<file path="config.mk">
export PLATFORM = sky130hd
export DESIGN_NAME = sactd_ctrl
export DESIGN_NICKNAME = d
export VERILOG_FILES = /design/src/rtl/sactd_pkg.sv /design/src/rtl/sactd_ctrl.sv
export SDC_FILE = /design/constraint.sdc
export NUM_CORES = 1
export LEC_CHECK = 0
export BUFFER_PORTS_ARGS = -buffer_cell sky130_fd_sc_hd__buf_2
export CORE_AREA = 2 2 39 41
export CTS_CLUSTER_DIAMETER = 40
export DETAILED_ROUTE_END_ITERATION = 10
export DIE_AREA = 0 0 41 43
export SYNTH_ARGS = -nofsm -noshare
export SYNTH_HDL_FRONTEND = slang
export SYNTH_SLANG_ARGS = --single-unit
</file>
<file path="constraint.sdc">
create_clock -name i_clk -period 3.02 [get_ports i_clk]
set_clock_uncertainty 0.1 [all_clocks]
set_input_delay 0.755 -clock i_clk [delete_from_list [all_inputs] [get_ports i_clk]]
set_output_delay 0.755 -clock i_clk [all_outputs]
set_load 0.01 [all_outputs]
</file>
<file path="src/rtl/sactd_pkg.sv">
// ============================================================================
// sactd_pkg: shared types and constants of the cache tag directory
// Register indexes, replacement policy codes, field widths, controller
// states and the command and status bundles between controller and datapath.
// ============================================================================
package sactd_pkg;

    localparam int CFG_IDX_W  = 2;
    localparam int CFG_DATA_W = 5;
    localparam int OFF_W      = 5;
    localparam int IDX_W      = 4;
    localparam int WAYS_W     = 4;
    localparam int POL_W      = 2;
    localparam int TAG_W      = 32;
    localparam int CNT_W      = 32;
    localparam int WAY_OUT_W  = 3;
    localparam int LFSR_W     = 16;
    localparam int REM_STEPS  = 8;

    localparam logic [OFF_W-1:0]  OFF_MAX   = 5'd16;
    localparam logic [OFF_W-1:0]  OFF_RST   = 5'd4;
    localparam logic [IDX_W-1:0]  IDX_RST   = 4'd8;
    localparam logic [WAYS_W-1:0] WAYS_RST  = 4'd1;
    localparam logic [POL_W-1:0]  POL_RST   = 2'd1;
    localparam logic [LFSR_W-1:0] LFSR_SEED = 16'hACE1;

    localparam logic [POL_W-1:0] POL_FIFO = 2'd0;
    localparam logic [POL_W-1:0] POL_LRU  = 2'd1;
    localparam logic [POL_W-1:0] POL_RAND = 2'd2;

    typedef enum logic [CFG_IDX_W-1:0] {
        CFG_OFFSET = 2'd0,
        CFG_INDEX  = 2'd1,
        CFG_WAYS   = 2'd2,
        CFG_POLICY = 2'd3
    } t_cfg_idx;

    typedef enum logic [1:0] {
        S_CLEAR,
        S_IDLE,
        S_UPDATE
    } t_state;

    typedef struct packed {
        logic clr_step;
        logic lookup;
        logic commit;
    } t_cmd;

    typedef struct packed {
        logic clr_last;
        logic commit_ok;
    } t_sts;

    // taps 16,14,13,11, shifting right
    function automatic logic [LFSR_W-1:0] lfsr_next(input logic [LFSR_W-1:0] v);
        logic b;
        b = v[0] ^ v[2] ^ v[3] ^ v[5];
        return {b, v[LFSR_W-1:1]};
    endfunction

endpackage

</file>
<file path="src/rtl/sactd_ctrl.sv">
// ============================================================================
// sactd_ctrl: controller of the cache tag directory
// Clearing pass after reset, lookup on accept, commit when the result
// register is free and a random victim ready, and the output valid flag.
// ============================================================================
module sactd_ctrl
    import sactd_pkg::*;
(
    input  logic i_clk,
    input  logic i_rst_n,
    input  logic i_valid,
    output logic o_ready,
    output logic o_valid,
    input  logic i_ready,
    output t_cmd o_cmd,
    input  t_sts i_sts
);

    t_state r_state;
    t_state n_state;
    logic   r_out_valid;
    logic   n_out_valid;
    logic   out_free;

    assign out_free = !r_out_valid || i_ready;

    always_comb begin
        n_state = r_state;
        case (r_state)
            S_CLEAR:  if (i_sts.clr_last) n_state = S_IDLE;
            S_IDLE:   if (i_valid) n_state = S_UPDATE;
            S_UPDATE: if (out_free && i_sts.commit_ok) n_state = S_IDLE;
            default:  n_state = S_CLEAR;
        endcase
    end

    always_comb begin
        o_cmd   = '0;
        o_ready = 1'b0;
        case (r_state)
            S_CLEAR: o_cmd.clr_step = 1'b1;
            S_IDLE: begin
                o_ready      = 1'b1;
                o_cmd.lookup = i_valid;
            end
            S_UPDATE: o_cmd.commit = out_free && i_sts.commit_ok;
            default: ;
        endcase
        n_out_valid = o_cmd.commit || (r_out_valid && !i_ready);
    end

    always_ff @(posedge i_clk) begin
        if (!i_rst_n) begin
            r_state     <= S_CLEAR;
            r_out_valid <= 1'b0;
        end else begin
            r_state     <= n_state;
            r_out_valid <= n_out_valid;
        end
    end

    assign o_valid = r_out_valid;

    a_lookup_then_update: assert property (@(posedge i_clk) disable iff (!i_rst_n)
        (r_state == S_IDLE && i_valid) |=> (r_state == S_UPDATE))
        else $error("accepted item not followed by update");

    a_valid_after_commit: assert property (@(posedge i_clk) disable iff (!i_rst_n)
        $rose(o_valid) |-> $past(o_cmd.commit))
        else $error("result shown without commit");

endmodule

</file>
==> results of run 1 <==
## power groups by stage
stage | combinational (W) | sequential [W] | clock [W]
floorplan | 0.0000108 | 0.0000448 | 0
global placement | 0.0000202 | 0.0000452 | 0
detailed placement | 0.0000202 | 0.0000451 | 0
CTS | 0.0000203 | 0.0000445 | 0.0000731
global route | 0.0000220 | 0.0000450 | 0.0000746
finish | 0.0000197 | 0.0000445 | 0.0000686
## registers in the layout, indices dropped and copies added (netlist names)
| register | count |
|---|---|
| o_valid | 1 |
| r_state | 2 |
## metrics by stage
stage                     setup slack (ns)  instance area [sq um]  utilization (%)  power (W)  hold WS, ns
after floorplan                       1.06                    145                -  0.0000556        0.427
after global placement               0.850                    215             15.6  0.0000654        0.409
after detailed placement             0.838                    215             15.6  0.0000652        0.409
after CTS                            0.834                    241             17.5   0.000138        0.417
after global routing                 0.804                    241             17.5   0.000142        0.459
final                                0.834                    241             17.5   0.000133        0.416
## kinds of logic after synthesis
logic type	synth area share (%)
AO/OA/AOI/OAI	25.9
flip-flops	41.4
AND/OR/NAND/NOR	32.8
## worst min-delay path, cell delays in order (launching register included)
cell and delay (ns):
dfxtp_1 0.30, nand2b_1 0.10, a21boi_1 0.07
## cells in the mapped netlist (all sizes together)
| cell | instances |
|---|---|
| nor2 | 2 |
| nand2 | 1 |
| dfxtp | 3 |
| and3 | 1 |
| a21boi | 2 |
| and2 | 1 |
| nor2b | 2 |
| nand2b | 1 |
| o21a | 2 |
| a211oi | 1 |
## final timing paths
check,startpoint,slack (ns),to,cells after the start
min,o_valid,0.42,o_valid,2
min reg2reg,o_valid,0.42,o_valid,2
max,i_ready,0.83,o_cmd[0],4
max reg2reg,r_state[1],1.97,r_state[0],3
## metal layers
metal	track usage (%)	vias to the layer above
met5	0	-
met4	14.0	0
met3	3.14	0
met2	7.19	5
met1	4.52	76
li1	-	83
## area by class of cell
type / instances / area (sq um) / share of cell area [%]
Sequential cell: 3 / 60.1 / 24.9
Clock buffer: 4 / 26.3 / 10.9
Multi-Input combinational cell: 13 / 85.1 / 35.2
Tap cell: 16 / 20.0 / 8.29
Timing Repair Buffer: 10 / 50.0 / 20.7
==> qor.csv, run 1 <==
stage,metric,value,unit
timing,RSZ-0062 raised after global routing,false,
clock_tree,clk buf depth,2,
detailed_routing,met3 wire len,26,um
power,Seq pwr share,33.5,%
synthesis,Mapped Nets,22,
clock_tree,post-CTS setup buffers,0,
clock_tree,CTS tree,yes,
power,leak pwr,0.116,nW
floorplan,I/O pin count,11,
floorplan,Core ar.,1380,sq um
clock_tree,clock slew at reported path FFs,0.03,ns
timing,Max-Slew Margin vs Limit,83.4,%
layout,Syn-to-layout area delta,66.4,%
setup_path,dominant delay contributor by cell family on the critical path,simple AND/OR/NAND/NOR gates,
clock_tree,post-cts resize count,0,
placed_design,RePlAce Congestion,0.590,
clock_tree,"Clk Latency, worst-skew pair",0.23,ns
global_route,Total GRT Usage,6.43,%
run,max cap viols,0,
setup_path,crit start category,primary input,
setup_path,crit path kind,in2out,
setup_path,CP Capture Type,output port,
clock_tree,CTS Hold Bufs,0,
timing,Least-Margin Pin Slew,0.247,ns
power,P per Cell Area,550,nW/um^2
global_route,vias in the first global route,173,
floorplan,num rows,14,
synthesis,synthesized area per cell,9.07,sq um
global_route,Congestion Overflow GR,0,
timing,max-slew violations,0,
layout,FILL cells,163,
setup_path,crit path buf inv count,2,
layout,most frequent cells in the layout,"buf_2, clkbuf_4, dfxtp_1",
global_route,largest net degree at the start of global routing,6,
synthesis,Synth Cell Area,145,sq um
layout,Final Non-Filler Cells,46,
detailed_routing,Vias per Instance,3.57,
setup_path,Worst Path Arrival,1.33,ns
power,Internal,0.000102,W
detailed_routing,top sig layer,met3,
floorplan,Die Area,1760,sq um
layout,fin nets,37,
synthesis,area share of the leading cell type in the synthesized netlist,41.4,%
setup_path,Crit path largest cell delay,0.19,ns
power,Combinational Power Share,14.9,%
detailed_routing,residual DRC count,0,
timing,Tcrit/Tclk final,72.4,%
floorplan,Die Span X,41,um
synthesis,Area contributors post-synth,"dfxtp_1, a21boi_1, o21a_1, and2_4, nor2b_2",
timing,Final setup viols,0,
setup_path,CP most frequent cell,buf_2,
floorplan,Die Y,43,um
timing,"Hold Violations, Final",0,
setup_path,"Critical Path, Cell by Cell","buf_2, nand2b_1, and3_1, buf_2",
detailed_routing,final wirelength,365,um
detailed_routing,initial DRC count,2,
detailed_routing,Post-Route M1 WL,131,um
setup_path,slowest CP cell,and3_1,
placed_design,port bufs,10,
synthesis,Seq cells post-synth,3,
run_status,run status,finished clean,
global_route,global-route wire length before repair,593,um
global_route,initial antenna violation count,0,
synthesis,Synth area leader,dfxtp_1,
synthesis,sequential share of the synthesized area,41.4,%
detailed_routing,drt first pass iters,2,
power,Sw Ratio,23.0,%
timing,crit path time final,2.19,ns
clock_tree,Root Driver,clkbuf_4,
setup_path,peak fanout along the critical path,3,
power,maximum vdd drop,104,uV
synthesis,synth warn,0,
clock_tree,total CTS buffers,3,
power,Psw,0.0000305,W
setup_path,WP data required,2.16,ns
layout,"most common cell after layout, fill and taps aside",buf_2,
floorplan,Initial Utilization,10.5,%
detailed_routing,Vias,164,
timing,setup TNS,0,ns
synthesis,post-synthesis cell type count,11,
clock_tree,Num Clock Sinks,3,
synthesis,Post-Syn Instances,16,
layout,antenna cell count,0,
timing,Max Fclk,457,MHz
detailed_routing,routed len/inst,7.93,um
layout,layout cell share with drive strength beyond 1,50.0,%
detailed_routing,Final ANT Viol Nets,0,
placed_design,placed insts,42,
detailed_routing,Routed met2 length,208,um
hold_path,Hold Crit Class,reg2reg,
clock_tree,htree depth,1,
power,clock share of power,51.7,%
(Power assumes the default switching activity.)
==> run 2, diff against run 1 <==
==> constraint.sdc (replaced) <==
create_clock -name i_clk -period 2.15 [get_ports i_clk]
set_clock_uncertainty 0.1 [all_clocks]
set_input_delay 0.5375 -clock i_clk [delete_from_list [all_inputs] [get_ports i_clk]]
set_output_delay 0.5375 -clock i_clk [all_outputs]
set_load 0.01 [all_outputs]
==> run 2 against run 1 <==
  * Clock power rose by 42%
  * Wire length rose by 0.27%
  * Global-route usage fell by 0.60 points
  * Cell count did not move
  * Register-to-register slack got worse by 0.87 ns
  * Clock-buffer cell count did not move
  * Core utilization did not move
  * Critical path depth did not move
  * Largest power group unchanged
==> qor.csv, run 2 (same netlist as run 1, synthesis figures left out) <==
stage,metric,value,unit,change
run_status,run status,finished clean,,
clock_tree,CTS Hold Bufs,0,,unchanged
clock_tree,clock slew at reported path FFs,0.04,ns,about the same
clock_tree,htree depth,1,,unchanged
floorplan,Core ar.,1380,sq um,unchanged
floorplan,Initial Utilization,10.5,%,unchanged
placed_design,port bufs,10,,unchanged
setup_path,Worst Path Arrival,1.10,ns,-0.23 ns
setup_path,reg2reg end,r_state[0],,
setup_path,crit start category,primary input,,
setup_path,reg2reg start,r_state[1],,
run,max cap viols,0,,unchanged
global_route,Total GRT Usage,5.83,%,-0.60 points
timing,Least-Margin Pin Slew,0.257,ns,+0.00975 ns
global_route,largest net degree at the start of global routing,6,,unchanged
detailed_routing,drt first pass iters,3,,+1
layout,fin nets,37,,unchanged
timing,crit path time final,1.74,ns,
timing,max-slew violations,0,,unchanged
global_route,Congestion Overflow GR,0,,unchanged
setup_path,WP data required,1.51,ns,-0.65 ns
global_route,global-route wire length before repair,545,um,-8.1%
floorplan,I/O pin count,11,,unchanged
detailed_routing,initial DRC count,6,,+4
setup_path,crit path kind,in2out,,
floorplan,Die Span X,41,um,unchanged
setup_path,peak fanout along the critical path,3,,unchanged
layout,Syn-to-layout area delta,66.4,%,unchanged
timing,RSZ-0062 raised after global routing,false,,
floorplan,Die Area,1760,sq um,unchanged
setup_path,Critical Path Start,i_ready,,
clock_tree,Root Driver,clkbuf_4,,
hold_path,Hold Crit Class,reg2reg,,
clock_tree,"Clk Latency, worst-skew pair",0.23,ns,about the same
clock_tree,post-cts resize count,0,,unchanged
detailed_routing,routed len/inst,7.96,um,+0.27%
global_route,vias in the first global route,140,,-19%
clock_tree,total CTS buffers,3,,unchanged
power,P per Cell Area,776,nW/um^2,+41%
detailed_routing,Vias,163,,-0.61%
power,maximum vdd drop,168,uV,+62%
timing,Final setup viols,0,,unchanged
detailed_routing,final wirelength,366,um,+0.27%
detailed_routing,Final ANT Viol Nets,0,,unchanged
clock_tree,post-CTS setup buffers,0,,unchanged
placed_design,Place WS,0.402,ns,-0.436 ns
layout,Largest register FFs,2,,unchanged
layout,layout cell share with drive strength beyond 1,50.0,%,unchanged
layout,antenna cell count,0,,unchanged
setup_path,r2r setup slk,1.10,ns,-0.87 ns
layout,Reg with most FFs,r_state,,
floorplan,num rows,14,,unchanged
clock_tree,Num Clock Sinks,3,,unchanged
detailed_routing,Vias per Instance,3.54,,-0.61%
detailed_routing,residual DRC count,0,,unchanged
clock_tree,CTS tree,yes,,
clock_tree,clk buf depth,2,,unchanged
timing,setup TNS,0,ns,unchanged
timing,min setup slack post-route,0.408,ns,-0.426 ns
timing,Max-Slew Margin vs Limit,82.8,%,-0.65 points
setup_path,CP Capture Type,output port,,
timing,Tcrit/Tclk final,81.0,%,
floorplan,Die Y,43,um,unchanged
placed_design,RePlAce Congestion,0.576,,-2.3%
layout,"most common cell after layout, fill and taps aside",buf_2,,
setup_path,crit path capture,o_cmd[0],,
timing,"Hold Violations, Final",0,,unchanged
global_route,initial antenna violation count,0,,unchanged
layout,most frequent cells in the layout,"buf_2, clkbuf_4, dfxtp_1",,
timing,Max Fclk,574,MHz,
power,leak pwr,0.116,nW,unchanged
setup_path,worst reg-to-reg path cell count,3,,unchanged
[run 2: worst max-delay path: stages]
cell and delay [ns]:
buf_2 0.09, nand2b_1 0.16, and3_1 0.18, buf_2 0.14
[run 2: worst min path at each step]
| stage | start | end | slack [ns] | cells after the start |
|---|---|---|---|---|
| finish | o_valid | o_valid | 0.42 | 2 |
| global route | i_rst_n | r_state[0] | 0.45 | 2 |
| CTS | o_valid | o_valid | 0.42 | 2 |
| detailed placement | o_valid | o_valid | 0.42 | 2 |
| global placement | o_valid | o_valid | 0.41 | 2 |
| floorplan | o_valid | o_valid | 0.43 | 2 |
[run 2: stage by stage]
step / cells / hold WS (ns) / cell area (sq um) / util, % / total power [W]
after floorplan: 16 / 0.427 / 145 / - / 0.0000781
after global placement: 42 / 0.411 / 215 / 15.6 / 0.0000917
after detailed placement: 42 / 0.418 / 215 / 15.6 / 0.0000917
after CTS: 46 / 0.424 / 241 / 17.5 / 0.000194
after global routing: 46 / 0.447 / 241 / 17.5 / 0.000200
final: 46 / 0.420 / 241 / 17.5 / 0.000188
[run 2: power breakdown]
group	total [W]	switching [W]	internal, W
clock	0.0000972	0.0000277	0.0000695
combinational	0.0000279	0.0000127	0.0000151
sequential	0.0000625	0.00000321	0.0000593
total	0.000188	0.0000437	0.000144
[run 2: metal layers]
metal  routed length (um)  up-vias  global-route usage [%]
met4                   29        0                    12.0
li1                     -       82                       -
met3                   35        2                    3.14
met1                  136       70                    5.16
met2                  165        9                    5.63
met5                    0        -                       0
[run 2: final cells by class]
type / count / area (sq um)
fillers: 161 / 1140
multi-input cells: 13 / 85.1
flip-flops and latches: 3 / 60.1
repair buffers: 10 / 50.0
clock buffers: 4 / 26.3
well taps: 16 / 20.0
